File: src/design/pfc_pkg.sv
// Shared types and constants for the prime factor count block.
`default_nettype none

package pfc_pkg;

    localparam int COUNT_W = 5;
    localparam logic [COUNT_W-1:0] COUNT_MAX = 5'd31;
    localparam int OUT_TDATA_W = 8;

    typedef struct packed {
        logic load;         // capture magnitude, reset divisor and count
        logic div_start;    // begin m / d
        logic take_factor;  // m <= m / d, count++
        logic next_div;     // step to next candidate divisor
        logic finish;       // fold in the leftover cofactor, write result
    } pfc_cmd_t;

    typedef struct packed {
        logic div_done;
        logic d_gt_q;       // divisor above quotient: past the square root
        logic rem_zero;
    } pfc_status_t;

endpackage

`default_nettype wire

File: src/design/pfc_ctrl.sv
// Controller state machine for the prime factor count block.
`default_nettype none

module pfc_ctrl
    import pfc_pkg::*;
(
    input  wire logic        aclk,
    input  wire logic        aresetn,
    input  wire logic        s_tvalid,
    output logic             s_tready,
    output logic             m_tvalid,
    input  wire logic        m_tready,
    input  wire pfc_status_t status,
    output pfc_cmd_t         cmd
);

    localparam logic [1:0] ST_IDLE  = 2'd0;
    localparam logic [1:0] ST_START = 2'd1;
    localparam logic [1:0] ST_DIV   = 2'd2;
    localparam logic [1:0] ST_EVAL  = 2'd3;

    logic [1:0] state_reg, state_next;
    logic       out_valid_reg, out_valid_next;
    logic       out_free;

    assign out_free = !out_valid_reg || m_tready;
    assign s_tready = (state_reg == ST_IDLE);
    assign m_tvalid = out_valid_reg;

    always_comb begin
        state_next     = state_reg;
        out_valid_next = out_valid_reg;
        cmd            = '0;
        if (out_valid_reg && m_tready) begin
            out_valid_next = 1'b0;
        end
        unique case (state_reg)
            ST_IDLE: begin
                if (s_tvalid) begin
                    cmd.load   = 1'b1;
                    state_next = ST_START;
                end
            end
            ST_START: begin
                cmd.div_start = 1'b1;
                state_next    = ST_DIV;
            end
            ST_DIV: begin
                if (status.div_done) begin
                    state_next = ST_EVAL;
                end
            end
            ST_EVAL: begin
                if (status.d_gt_q) begin
                    // result waits here until the output register is free
                    if (out_free) begin
                        cmd.finish     = 1'b1;
                        out_valid_next = 1'b1;
                        state_next     = ST_IDLE;
                    end
                end else if (status.rem_zero) begin
                    cmd.take_factor = 1'b1;
                    state_next      = ST_START;
                end else begin
                    cmd.next_div = 1'b1;
                    state_next   = ST_START;
                end
            end
            default: state_next = ST_IDLE;
        endcase
    end

    always_ff @(posedge aclk) begin
        if (!aresetn) begin
            state_reg     <= ST_IDLE;
            out_valid_reg <= 1'b0;
        end else begin
            state_reg     <= state_next;
            out_valid_reg <= out_valid_next;
        end
    end

endmodule

`default_nettype wire

File: src/design/pfc_datapath.sv
// Datapath: cofactor, divisor, count and a bit-serial restoring divider.
`default_nettype none

module pfc_datapath
    import pfc_pkg::*;
#(
    parameter int VALUE_WIDTH = 32
) (
    input  wire logic                   aclk,
    input  wire logic                   aresetn,
    input  wire logic [VALUE_WIDTH-1:0] value,
    input  wire pfc_cmd_t               cmd,
    output pfc_status_t                 status,
    output logic [COUNT_W-1:0]          factor_count
);

    localparam int W     = VALUE_WIDTH;
    localparam int CNT_W = $clog2(W + 1);

    logic [W-1:0]       m_reg, m_next;
    logic [W-1:0]       d_reg, d_next;
    logic [COUNT_W-1:0] count_reg, count_next;
    logic [COUNT_W-1:0] result_reg, result_next;
    logic [W:0]         rem_reg, rem_next;
    logic [W-1:0]       quo_reg, quo_next;
    logic [CNT_W-1:0]   bit_cnt_reg, bit_cnt_next;

    logic [W-1:0]       magnitude;
    logic [W:0]         trial;
    logic [W:0]         diff;
    logic               fits;
    logic [COUNT_W-1:0] count_inc;

    // most negative value maps to 2^(W-1), which fits unsigned
    assign magnitude = value[W-1] ? (~value + W'(1)) : value;

    assign trial = {rem_reg[W-1:0], quo_reg[W-1]};
    assign diff  = trial - {1'b0, d_reg};
    assign fits  = (trial >= {1'b0, d_reg});

    assign count_inc = (count_reg == COUNT_MAX) ? count_reg : count_reg + COUNT_W'(1);

    assign status.div_done = (bit_cnt_reg == '0);
    assign status.d_gt_q   = (d_reg > quo_reg);
    assign status.rem_zero = (rem_reg == '0);
    assign factor_count    = result_reg;

    always_comb begin
        m_next       = m_reg;
        d_next       = d_reg;
        count_next   = count_reg;
        result_next  = result_reg;
        rem_next     = rem_reg;
        quo_next     = quo_reg;
        bit_cnt_next = bit_cnt_reg;

        if (cmd.load) begin
            m_next     = magnitude;
            d_next     = W'(2);
            count_next = '0;
        end
        if (cmd.div_start) begin
            rem_next     = '0;
            quo_next     = m_reg;
            bit_cnt_next = CNT_W'(W);
        end else if (bit_cnt_reg != '0) begin
            rem_next     = fits ? diff : trial;
            quo_next     = {quo_reg[W-2:0], fits};
            bit_cnt_next = bit_cnt_reg - CNT_W'(1);
        end
        if (cmd.take_factor) begin
            m_next     = quo_reg;
            count_next = count_inc;
        end
        // after 2 only odd candidates can be prime
        if (cmd.next_div) begin
            d_next = (d_reg == W'(2)) ? W'(3) : d_reg + W'(2);
        end
        if (cmd.finish) begin
            result_next = (m_reg > W'(1)) ? count_inc : count_reg;
        end
    end

    always_ff @(posedge aclk) begin
        if (!aresetn) begin
            bit_cnt_reg <= '0;
        end else begin
            bit_cnt_reg <= bit_cnt_next;
        end
        m_reg      <= m_next;
        d_reg      <= d_next;
        count_reg  <= count_next;
        result_reg <= result_next;
        rem_reg    <= rem_next;
        quo_reg    <= quo_next;
    end

endmodule

`default_nettype wire

File: src/design/prime_factor_count.sv
// Top level: counts prime factors of a signed integer's magnitude.
//
// Input channel s_*: one item carries a two's complement value in the low
// VALUE_WIDTH bits of s_tdata. Output channel m_*: one item per input,
// factor_count (prime factors of |value| with multiplicity, saturating at
// 31) in the low 5 bits of m_tdata. Zero and plus or minus one give 0.
// Factors are found by trial division with divisors 2, 3, 5, 7, ...; each
// candidate runs one restoring division, one quotient bit per cycle.
// One item is in work at a time; s_tready is high only while idle.
// The result sits in an output register, so a new item is accepted while
// the previous result still waits; if the receiver stalls, the next item
// holds its finished result until the register frees.
// Synchronous active-low reset returns to idle with no pending result.
`default_nettype none

module prime_factor_count
    import pfc_pkg::*;
#(
    parameter int VALUE_WIDTH = 32
) (
    input  wire logic                   aclk,
    input  wire logic                   aresetn,
    input  wire logic                   s_tvalid,
    output logic                        s_tready,
    input  wire logic [((VALUE_WIDTH+7)/8)*8-1:0] s_tdata,  // [VALUE_WIDTH-1:0] value
    output logic                        m_tvalid,
    input  wire logic                   m_tready,
    output logic [OUT_TDATA_W-1:0]      m_tdata    // [4:0] factor_count
);

    pfc_cmd_t           cmd;
    pfc_status_t        status;
    logic [COUNT_W-1:0] factor_count;

    pfc_ctrl u_ctrl (
        .aclk     (aclk),
        .aresetn  (aresetn),
        .s_tvalid (s_tvalid),
        .s_tready (s_tready),
        .m_tvalid (m_tvalid),
        .m_tready (m_tready),
        .status   (status),
        .cmd      (cmd)
    );

    pfc_datapath #(
        .VALUE_WIDTH (VALUE_WIDTH)
    ) u_datapath (
        .aclk         (aclk),
        .aresetn      (aresetn),
        .value        (s_tdata[VALUE_WIDTH-1:0]),
        .cmd          (cmd),
        .status       (status),
        .factor_count (factor_count)
    );

    assign m_tdata = {{(OUT_TDATA_W-COUNT_W){1'b0}}, factor_count};

endmodule

`default_nettype wire
File: config.mk
export PLATFORM = sky130hd
export DESIGN_NAME = prime_factor_count
export DESIGN_NICKNAME = d
export VERILOG_FILES = /design/src/design/pfc_pkg.sv /design/src/design/pfc_ctrl.sv /design/src/design/pfc_datapath.sv /design/src/design/prime_factor_count.sv
export SDC_FILE = /design/constraint.sdc
export NUM_CORES = 1
export LEC_CHECK = 0
export BUFFER_PORTS_ARGS = -buffer_cell sky130_fd_sc_hd__buf_2
export CORE_MARGIN = 1.5
export CORE_UTILIZATION = 44
export DETAILED_ROUTE_END_ITERATION = 7
export PLACE_DENSITY = 0.67
export SLEW_MARGIN = 0
export SYNTH_ARGS = -nofsm -noshare
export SYNTH_HDL_FRONTEND = slang
export SYNTH_SLANG_ARGS = --single-unit
File: constraint.sdc
create_clock -name aclk -period 5.76 [get_ports aclk]
set_clock_uncertainty 0.05 [all_clocks]
set_input_delay 1.728 -clock aclk [delete_from_list [all_inputs] [get_ports aclk]]
set_output_delay 1.728 -clock aclk [all_outputs]
set_load 0.01 [all_outputs]
Word level (Yosys, flattened, before mapping) --
Cells that the tools add are included.
Cells by class: equality and inequality tests 8, muxes and demuxes 33, reduce and logical (&&, ||, !) cells 12, $add $sub $neg 5, magnitude comparators 3, bitwise logic cells 2
Operators with widths (count):
- 32-bit 2-to-1 mux | 8
- 33-bit by 32-bit greater-or-equal comparator with 1-bit output | 1
- 33-bit logical NOT | 1
- 33-bit 2-to-1 mux | 1
- 33-bit by 32-bit subtractor with 33-bit output | 1
- 32-bit by 1-bit adder with 32-bit output (second input constant) | 1
- 32-bit by 2-bit adder with 32-bit output (second input constant) | 1
- 32-bit by 2-bit == test with 1-bit output (second input constant) | 1
- 32-bit by 1-bit greater-than comparator with 1-bit output (second input constant) | 1
- 32-bit greater-than comparator | 1
- 32-bit inverter | 1
- 5-bit 2-to-1 mux | 4
- 6-bit 2-to-1 mux | 2
- 1-bit 2-to-1 mux | 11
- 2-bit 2-to-1 mux | 5
- 2-bit one-hot mux with 4 select lines | 1
- 6-bit logical NOT | 1
- 2-bit nonzero test | 3
- 6-bit nonzero test | 1
- 6-bit by 1-bit subtractor with 6-bit output (second input constant) | 1
- 5-bit by 1-bit adder with 5-bit output (second input constant) | 1
- 5-bit == test (second input constant) | 1
- 2-bit == test (second input constant) | 2
- 2-bit inequality test (second input constant) | 2
- 10 further kinds | 10
Storage, ports and cells: input bits 36, register bits 148, output and inout bits 10, word-level logic and storage cells 73

Longest topological paths before layout --
Gate-level depths: netlist of run 1.
depth in word-level cells 6, gate-level depth with buffers 13, mapped depth without buffers 12

By module --
A second synthesis of run 1 with hierarchy kept.
Unflattened totals: cell total of the unflattened synthesis 1178, area total of the unflattened synthesis 10550.1 um2
By module, submodules not included:
- pfc_datapath | cells each 1141, area an instance 10242.3 um2, instances 1, sequential area each 3963.8 um2
- pfc_ctrl | cells each 33, area an instance 281.5 um2, instances 1, sequential area each 60.1 um2
- prime_factor_count | cells each 4, area an instance 26.3 um2, instances 1, sequential area each 0.0 um2

Worst setup path before layout of run 1 --
Ideal clock, no wire load.
path type in2reg, from in s_tdata[12], to reg u_datapath.m_reg[30] (data pin), path buffers 0, required time 5446 ps, slack 1206 ps, library setup time 264 ps, data arrival time 4241 ps, stages 9, path through or4_4 or3_4 or3_4 or3_4 or4b_4 o31ai_4 xnor2_1 nand2_1 o21ai_1
Between the ends: word-level cells in the longest chain between the ends 5
Ends and longest elaborated chain:
- start: declaration | RTL line prime_factor_count.sv:25 | input wire logic [((VALUE_WIDTH+7)/8)*8-1:0] s_tdata,
- 32-bit inverter | RTL line pfc_datapath.sv:35 | assign magnitude = value[W-1] ? (~value + W'(1)) : value;
- 32-bit by 1-bit adder with 32-bit output | RTL line pfc_datapath.sv:35
- 32-bit 2-to-1 mux | RTL line pfc_datapath.sv:35
- 32-bit 2-to-1 mux | RTL line pfc_datapath.sv:57 | if (cmd.load) begin
- 32-bit 2-to-1 mux | RTL line pfc_datapath.sv:71 | if (cmd.take_factor) begin
- named net u_datapath.m_next[30] | RTL line pfc_datapath.sv:20 | logic [W-1:0] m_reg, m_next;
- end signal: assignment | RTL line pfc_datapath.sv:90 | m_reg <= m_next;
- end: declaration | RTL line pfc_datapath.sv:20
The timed path passes the listed nets, and every way through them passes these cells. The select of a mux whose other input is x is not followed. A chain may end at the register's enable or synchronous reset.

Worst setup path after layout of run 1 --
Same ends and word-level chain as after synthesis.

==> out/results.txt, run 1 <==
endpoints failing hold - 0
mean post-synth cell area - 8.99 um^2
met3 GRT Util - 3.17%
number of port buffers - 42
DRC viols - 0
die area - 0.0239 mm^2
Net Sw Power - 0.00313 W
vias in the first global route - 8,004
critical path startpoint category - input port
io pins - 46
deepest clock path buffer count - 2
area leader, netlist - edfxtp_1
asr flop ratio synth - 0%
Syn Inst Count - 1,127
status - completed
Pwr Density - 627 mW/mm^2
routing usage on met2 - 34.0%
Hold WC Path Type - flip-flop to flip-flop
P_leak - 4.53 nW
post-route ant nets - 0
Clk Latency, worst-skew pair - 430 ps
count of different cell masters after synthesis - 66
post-cts resize count - 0
Routed WL per cell - 17.0 um
Post-synth EDFFs - 106
dpl cells - 1,423
Setup TNS - 0 ps
top-area cell type share of the netlist area - 31.4%
Total GRT Usage - 21.4%
combinational share of power - 54.2%
Detailed Route WL - 24.7 mm
fin cells - 1,454
crit path capture type - flip-flop
hold-fix buffers at CTS - 0
diode count - 0
synthesized cell area - 0.0101 mm^2
met1 usage - 30.0%
P_int - 0.00389 W
Area contributors post-synth - edfxtp_1 31%, ha_1 8.9%, dfxtp_1 8.3%, xnor2_1 5.8%, nand2_1 4.2%
post-layout min period - 4380 ps
Switching Share - 44.6%
worst-path fanout max - 4
Worst EP required - 5880 ps
post-CTS setup buffers - 0
Nets - 1,266
peak supply drop - 0.265 mV
Placeable Area - 0.0226 mm^2
die height - 155 um
row cnt - 55
Most Crowded Layer GR - met2
placed wire-length estimate - 18.2 mm
max reg flops - 33
Peak Freq - 228 MHz
H-tree Lvls - 4
clock sink count - 148
share of layout cells above drive strength 1 - 8.55%
largest net degree at the start of global routing - 70
Setup CP Type - input port to flip-flop
final period utilization - 76.0%
initial antenna violation count - 0
vias per cell - 5.76
max cap viols - 0
Yosys reg bits - 148
Overall Power - 0.00702 W
Slew @ Worst Pin - 913 ps
Final WS setup - 1380 ps
max_slew headroom - 39.1%
Worst-path clk slew - 70 ps
Via Count - 8,375
Area Growth Syn to Fin - 10.6%
pre-CTS worst setup slack - 955 ps
drt pass-1 iters - 6
RSZ-0062 raised after global routing - false
cts bufs inserted - 17
first-pass GRT wire length - 41.0 mm
CTS tree - yes
GRT overflow - 0
CTS Root Buffer Type - clkbuf_16
clock network power share - 16.2%
Setup Viol. Count Final - 0
Reg power frac - 29.6%
Initial Utilization - 44.7%
Die Wd - 155 um
gpl congestion - 0.935
CP arrival - 4490 ps
yosys warns - 0
initial DRC count - 635
post-synthesis sequential area ratio - 39.7%
top_reg_cell synth - edfxtp_1
max-slew violations - 0
## worst paths after layout
path | from | end | slack (ps) | cells past startpoint
worst max register to register | u_datapath.d_reg[1] | u_datapath.rem_reg[9] | 1530 | 12
worst min-delay path | u_datapath.rem_reg[19] | u_datapath.rem_reg[19] | 450 | 2
worst max-delay path | s_tdata[12] | u_datapath.m_reg[30] | 1380 | 10
worst min register to register | u_datapath.rem_reg[19] | u_datapath.rem_reg[19] | 450 | 2
## critical path, stage by stage
cell and delay (ps):
buf_2 120, or4_4 550, or3_4 350, or3_4 390, or3_4 390, or4b_4 550
o31ai_4 200, xnor2_1 100, nand2_1 60, o21ai_1 60
## layout make-up
class / count / area, um^2
Clock buffer: 17 / 425
Fill cell: 2118 / 11400
Tap cell: 285 / 357
Inverter: 78 / 293
Clock inverter: 14 / 169
Sequential cell: 148 / 4020
Multi-Input combinational cell: 860 / 5650
Timing Repair Buffer: 52 / 285
## routing by layer
layer / routed length [um] / share of wire [%] / up-vias
li1: - / - / 4145
met3: 1150 / 4.7 / 32
met4: 462 / 1.9 / 0
met1: 12000 / 48 / 3958
met5: 0 / 0 / -
met2: 11200 / 45 / 240
## power by group through the flow
| stage | clock, W | sequential (W) | combinational (W) |
|---|---|---|---|
| 2_1_floorplan | 0 | 0.00197 | 0.00292 |
| 6_report | 0.00114 | 0.00208 | 0.00381 |
| 3_5_place_dp | 0 | 0.00209 | 0.00377 |
| 5_1_grt | 0.00119 | 0.00213 | 0.00427 |
| 3_3_place_gp | 0 | 0.00208 | 0.00369 |
| 4_1_cts | 0.00115 | 0.00207 | 0.00380 |
## cell families (layout without fill, tap and decap cells)
| group | after synthesis | after routing | synth area share [%] |
|---|---|---|---|
| flip-flops | 148 | 148 | 39.7 |
| AO/OA/AOI/OAI | 263 | 263 | 16.4 |
| XOR/XNOR | 93 | 93 | 8.04 |
| multiplexers | 26 | 26 | 2.62 |
| other | 1 | 3 | 0.0370 |
| adder cells (fa/ha/maj) | 73 | 73 | 9.09 |
| buffers and inverters | 121 | 161 | 4.63 |
| AND/OR/NAND/NOR | 402 | 402 | 19.4 |
## stage by stage
stage | util (%) | hold WS (ps) | instance area, um^2
floorplan | - | 387 | 10100
global placement | 46.8 | 436 | 10600
detailed placement | 46.8 | 443 | 10600
CTS | 49.5 | 452 | 11200
global route | 49.5 | 470 | 11200
finish | 49.5 | 450 | 11200
## cells in the mapped netlist, drive strengths merged (4+ instances only)
| master | number |
|---|---|
| nor2 | 106 |
| nand4 | 20 |
| ha | 72 |
| inv | 78 |
| clkbuf | 32 |
| and2 | 13 |
| xor2 | 26 |
| o211ai | 10 |
| edfxtp | 106 |
| and4 | 4 |
| o31ai | 11 |
| xnor2 | 67 |
| or3 | 10 |
| mux2 | 4 |
| a211oi | 18 |
| a31oi | 11 |
| a21oi | 59 |
| nor3 | 23 |
| nor4 | 29 |
| o21a | 8 |
| nand2 | 112 |
| and3 | 9 |
| a211o | 5 |
| dfxtp | 42 |
| or4 | 9 |
| nand4b | 4 |
| o21ai | 83 |
| mux2i | 22 |
| a21o | 28 |
| nand2b | 13 |
| nor2b | 6 |
| nand3 | 33 |
| buf | 11 |
## layout by cell type, fill, tap and decap left out, types with 13 or more instances in the layout
cell / count
a21oi_1: 59
nand4_1: 20
xnor2_1: 67
clkbuf_16: 17
nor3_1: 23
inv_1: 78
nand3_1: 33
o21ai_0: 80
nor4_1: 29
a211oi_1: 18
ha_1: 71
nor2_1: 106
dfxtp_1: 42
mux2i_1: 22
nand2_1: 112
edfxtp_1: 106
xor2_1: 26
nand2b_1: 13
a21o_1: 28
buf_2: 42
(Power assumes the default switching activity.)
==> inputs of run 2 (changes only) <==
- PLACE_DENSITY: 0.67 -> 0.7
- clock period: 5.76 -> 3.85 ns (I/O delays scaled with it)
==> run 2 against run 1 <==
Worst setup slack got worse by 1200 ps. Critical path depth unchanged. Cell count grew 1.4%. Sequential share of layout area shrank 0.64 points. Wire length is 0.32% lower. Clock power rose by 53%. Hold slack worse by 20 ps. Non-clock buffer count grew 19. Critical endpoint unchanged. Critical path type unchanged.
==> out/results.txt, run 2 (synthesis results as in run 1) <==
Initial Utilization - 44.7%
Die Wd - 155 um
max-slew violations - 0
fin cells - 1,474
Reg2Reg Setup Slack - 400 ps
Placeable Area - 0.0226 mm^2
Worst-path clk slew - 60 ps
dpl cells - 1,442
Nets - 1,285
CTS tree - yes
Min Hold Slack - 430 ps
worst r2r src - u_datapath.d_reg[8]
FF-to-FF path depth - 12
share of layout cells above drive strength 1 - 10.0%
Setup Viol. Count Final - 0
post-CTS setup buffers - 0
Total GRT Usage - 21.1%
drt pass-1 iters - 6
max layer used - met4
CTS Root Buffer Type - clkbuf_16
die area - 0.0239 mm^2
Clk Latency, worst-skew pair - 430 ps
diode count - 0
area of the multi-input gates - 0.00565 mm^2
die height - 155 um
GRT overflow - 0
max cap viols - 0
hold-fix buffers at CTS - 0
Routed WL per cell - 16.7 um
peak supply drop - 0.392 mV
Worst Hold Path EP - u_datapath.rem_reg[32]
met2 WL - 11.2 mm
Worst EP required - 3970 ps
H-tree Lvls - 4
critical path startpoint category - input port
commonest non-fill, non-tap cell in the layout - nand2_1
Setup CP Type - input port to flip-flop
Setup TNS - 0 ps
routed metal-1 wire length - 11.9 mm
clock sink count - 148
FILL cells - 2,073
r2r endpoint - u_datapath.rem_reg[0]
deepest clock path buffer count - 2
Worst Hold Launch - u_datapath.rem_reg[32]
RSZ-0062 raised after global routing - false
WL met3 - 1.10 mm
gpl congestion - 0.888
cts bufs inserted - 17
Pwr Density - 935 mW/mm^2
worst-path fanout max - 4
most frequent cells in the layout - 111 x nand2_1, 106 x nor2_1, 106 x edfxtp_1
Area Growth Syn to Fin - 12.6%
largest net degree at the start of global routing - 69
max_slew headroom - 48.4%
initial DRC count - 871
row cnt - 55
vias per cell - 5.70
Final WS setup - 149 ps
placed wire-length estimate - 18.3 mm
vias in the first global route - 7,892
post-cts resize count - 0
pre-CTS worst setup slack - -281 ps
Peak Freq - 270 MHz
first-pass GRT wire length - 40.2 mm
Via Count - 8,399
crit path capture type - flip-flop
Slew @ Worst Pin - 771 ps
Sequential Area - 0.00402 mm^2
CP arrival - 3820 ps
post-route ant nets - 0
number of port buffers - 42
endpoints failing hold - 0
status - completed
hold path depth - 1
initial antenna violation count - 0
Detailed Route WL - 24.7 mm
DRC viols - 0
final period utilization - 96.1%
max reg flops - 33
io pins - 46
post-layout min period - 3700 ps
Hold WC Path Type - flip-flop to flip-flop
P_leak - 4.65 nW
## run 2: power breakdown
group | internal [W] | total, W | switching [W]
clock network | 0.00108 | 0.00174 | 0.000664
registers | 0.00258 | 0.00308 | 0.000501
logic | 0.00238 | 0.00584 | 0.00346
## run 2: cell type report
cell class,instances,share of cell area [%]
repair buffers,71,4.08
clock buffers,17,3.73
clock inverters,15,1.66
well taps,285,3.13
flip-flops and latches,148,35.3
multi-input cells,860,49.6
inverters,78,2.57
## run 2: worst max-delay path by stage
stage / cells after the start / endpoint / startpoint / slack (ps)
floorplan: 9 / u_datapath.m_reg[30] / s_tdata[12] / -100
global placement: 10 / u_datapath.m_reg[30] / s_tdata[12] / -270
detailed placement: 10 / u_datapath.m_reg[30] / s_tdata[12] / -280
CTS: 10 / u_datapath.m_reg[30] / s_tdata[12] / 150
global route: 10 / u_datapath.m_reg[30] / s_tdata[12] / 60
finish: 10 / u_datapath.m_reg[30] / s_tdata[12] / 150
## run 2: routing by layer
metal  track usage [%]  vias up
li1                  -     4192
met1              29.5     3943
met2              33.5      228
met3              3.08       36
met4              7.10        0
met5                 0        -
## run 2: stage by stage
step	util [%]	area (um^2)	power [W]
6_report	50.4	11400	0.0107
5_1_grt	50.4	11400	0.0115
4_1_cts	50.4	11400	0.0106
3_5_place_dp	47.7	10800	0.00885
3_3_place_gp	47.7	10800	0.00874
2_1_floorplan	-	10100	0.00732
## run 2: critical path, cell delays in order
cell	delay, ps
buf_2	100
or4_4	540
or3_4	350
or3_4	400
or3_4	380
or4b_4	510
o31ai_4	190
xnor2_1	90
nand2_1	60
o21ai_1	60
==> inputs of run 3 (changes only) <==
- RECOVER_POWER: default -> 50
==> run 3 against run 2 <==
Via count up 0.61%. Non-clock buffer count unchanged. Fmax about the same. Count of clock-buffer cells in the layout is the same. Cell count unchanged. First-iteration DRC count down 17%. Largest cell class unchanged. Highest routed layer unchanged.
==> out/results.txt, run 3 (synthesis results as in run 1) <==
post-route ant nets - 0
Setup CP Type - input port to flip-flop
placed wire-length estimate - 18.3 mm
DRC viols - 0
CTS tree - yes
largest net degree at the start of global routing - 69
Detailed Route WL - 24.7 mm
Total GRT Usage - 21.1%
hold-fix buffers at CTS - 0
drt pass-1 iters - 5
Setup TNS - 0 ps
Area Growth Syn to Fin - 12.2%
combinational share of power - 54.6%
first-pass GRT wire length - 40.2 mm
Nets - 1,285
CP arrival - 3830 ps
diode count - 0
row cnt - 55
CTS Root Buffer Type - clkbuf_16
endpoints failing hold - 0
die height - 155 um
max-slew violations - 0
Placeable Area - 0.0226 mm^2
Worst-path clk slew - 60 ps
max reg flops - 33
deepest clock path buffer count - 2
clock sink count - 148
GRT overflow - 0
number of port buffers - 42
Switching Share - 43.5%
clock network power share - 16.3%
Die Wd - 155 um
share of layout cells above drive strength 1 - 9.17%
critical path startpoint category - input port
RSZ-0062 raised after global routing - false
P_int - 0.00601 W
status - completed
post-cts resize count - 0
peak supply drop - 0.387 mV
Via Count - 8,450
post-layout min period - 3700 ps
P_leak - 4.62 nW
die area - 0.0239 mm^2
Routed WL per cell - 16.8 um
Pwr Density - 935 mW/mm^2
worst-path fanout max - 4
commonest non-fill, non-tap cell in the layout - nand2_1
Initial Utilization - 44.7%
dpl cells - 1,442
crit path capture type - flip-flop
post-CTS setup buffers - 0
gpl congestion - 0.888
final period utilization - 96.2%
fin cells - 1,474
initial DRC count - 726
vias per cell - 5.73
Hold WC Path Type - flip-flop to flip-flop
initial antenna violation count - 0
Worst EP required - 3970 ps
H-tree Lvls - 4
Net Sw Power - 0.00462 W
Slew @ Worst Pin - 1100 ps
io pins - 46
vias in the first global route - 7,892
max cap viols - 0
Setup Viol. Count Final - 0
max_slew headroom - 26.9%
Peak Freq - 270 MHz
Reg power frac - 29.1%
cts bufs inserted - 17
Clk Latency, worst-skew pair - 430 ps
most frequent cells in the layout - 111 x nand2_1, 106 x nor2_1, 106 x edfxtp_1
[run 3: cell types whose count changed in the layout (fill, tap and decap cells not counted), moves of 3 or more]
cell / before / now
clkbuf_1: 0 / 8
buf_2: 42 / 35
buf_4: 26 / 22
clkbuf_2: 0 / 3
[run 3: cell type report]
type                            instances  area [um^2]
Fill cell                            2079        11300
Clock buffer                           17          425
Multi-Input combinational cell        860         5650
Clock inverter                         15          189
Sequential cell                       148         4020
Timing Repair Buffer                   71          433
Tap cell                              285          357
Inverter                               78          293
[run 3: per-layer routing]
metal / wire length, um / part of all wire, % / vias to the layer above / GRT usage [%]
li1: - / - / 4187 / -
met1: 11900 / 48 / 3978 / 29.5
met2: 11200 / 45 / 246 / 33.5
met3: 1130 / 4.6 / 39 / 3.08
met4: 490 / 2.0 / 0 / 7.10
met5: 0 / 0 / - / 0
[run 3: critical path: stages]
cell     delay, ps
buf_2          100
or4_4          540
or3_4          350
or3_4          400
or3_4          380
or4b_4         510
o31ai_4        190
xnor2_1         90
nand2_1         60
o21ai_1         60
[run 3: path summary, 6_finish.rpt]
kind | endpoint | startpoint | cells past startpoint | slack [ps]
hold reg to reg | u_datapath.rem_reg[32] | u_datapath.rem_reg[32] | 1 | 430
setup / recovery | u_datapath.m_reg[30] | s_tdata[12] | 10 | 150
hold / removal | u_datapath.rem_reg[32] | u_datapath.rem_reg[32] | 1 | 430
setup reg to reg | u_datapath.rem_reg[0] | u_datapath.d_reg[8] | 12 | 370
[run 3: power by group through the flow]
| stage | clock network (W) | registers, W | logic, W |
|---|---|---|---|
| finish | 0.00174 | 0.00309 | 0.00580 |
| global route | 0.00182 | 0.00317 | 0.00649 |
| CTS | 0.00175 | 0.00307 | 0.00580 |
| detailed placement | 0 | 0.00310 | 0.00575 |
| global placement | 0 | 0.00308 | 0.00565 |
| floorplan | 0 | 0.00295 | 0.00437 |
[run 3: through the flow]
| stage | hold slack [ps] | utilization (%) | instance area (um^2) | total power (W) | setup slack [ps] |
|---|---|---|---|---|---|
| after floorplan | 387 | - | 10100 | 0.00732 | -99.0 |
| after global placement | 406 | 47.7 | 10800 | 0.00874 | -275 |
| after detailed placement | 416 | 47.7 | 10800 | 0.00885 | -281 |
| after CTS | 430 | 50.4 | 11400 | 0.0106 | 149 |
| after global routing | 467 | 50.2 | 11400 | 0.0115 | 59.5 |
| final | 428 | 50.2 | 11400 | 0.0106 | 145 |
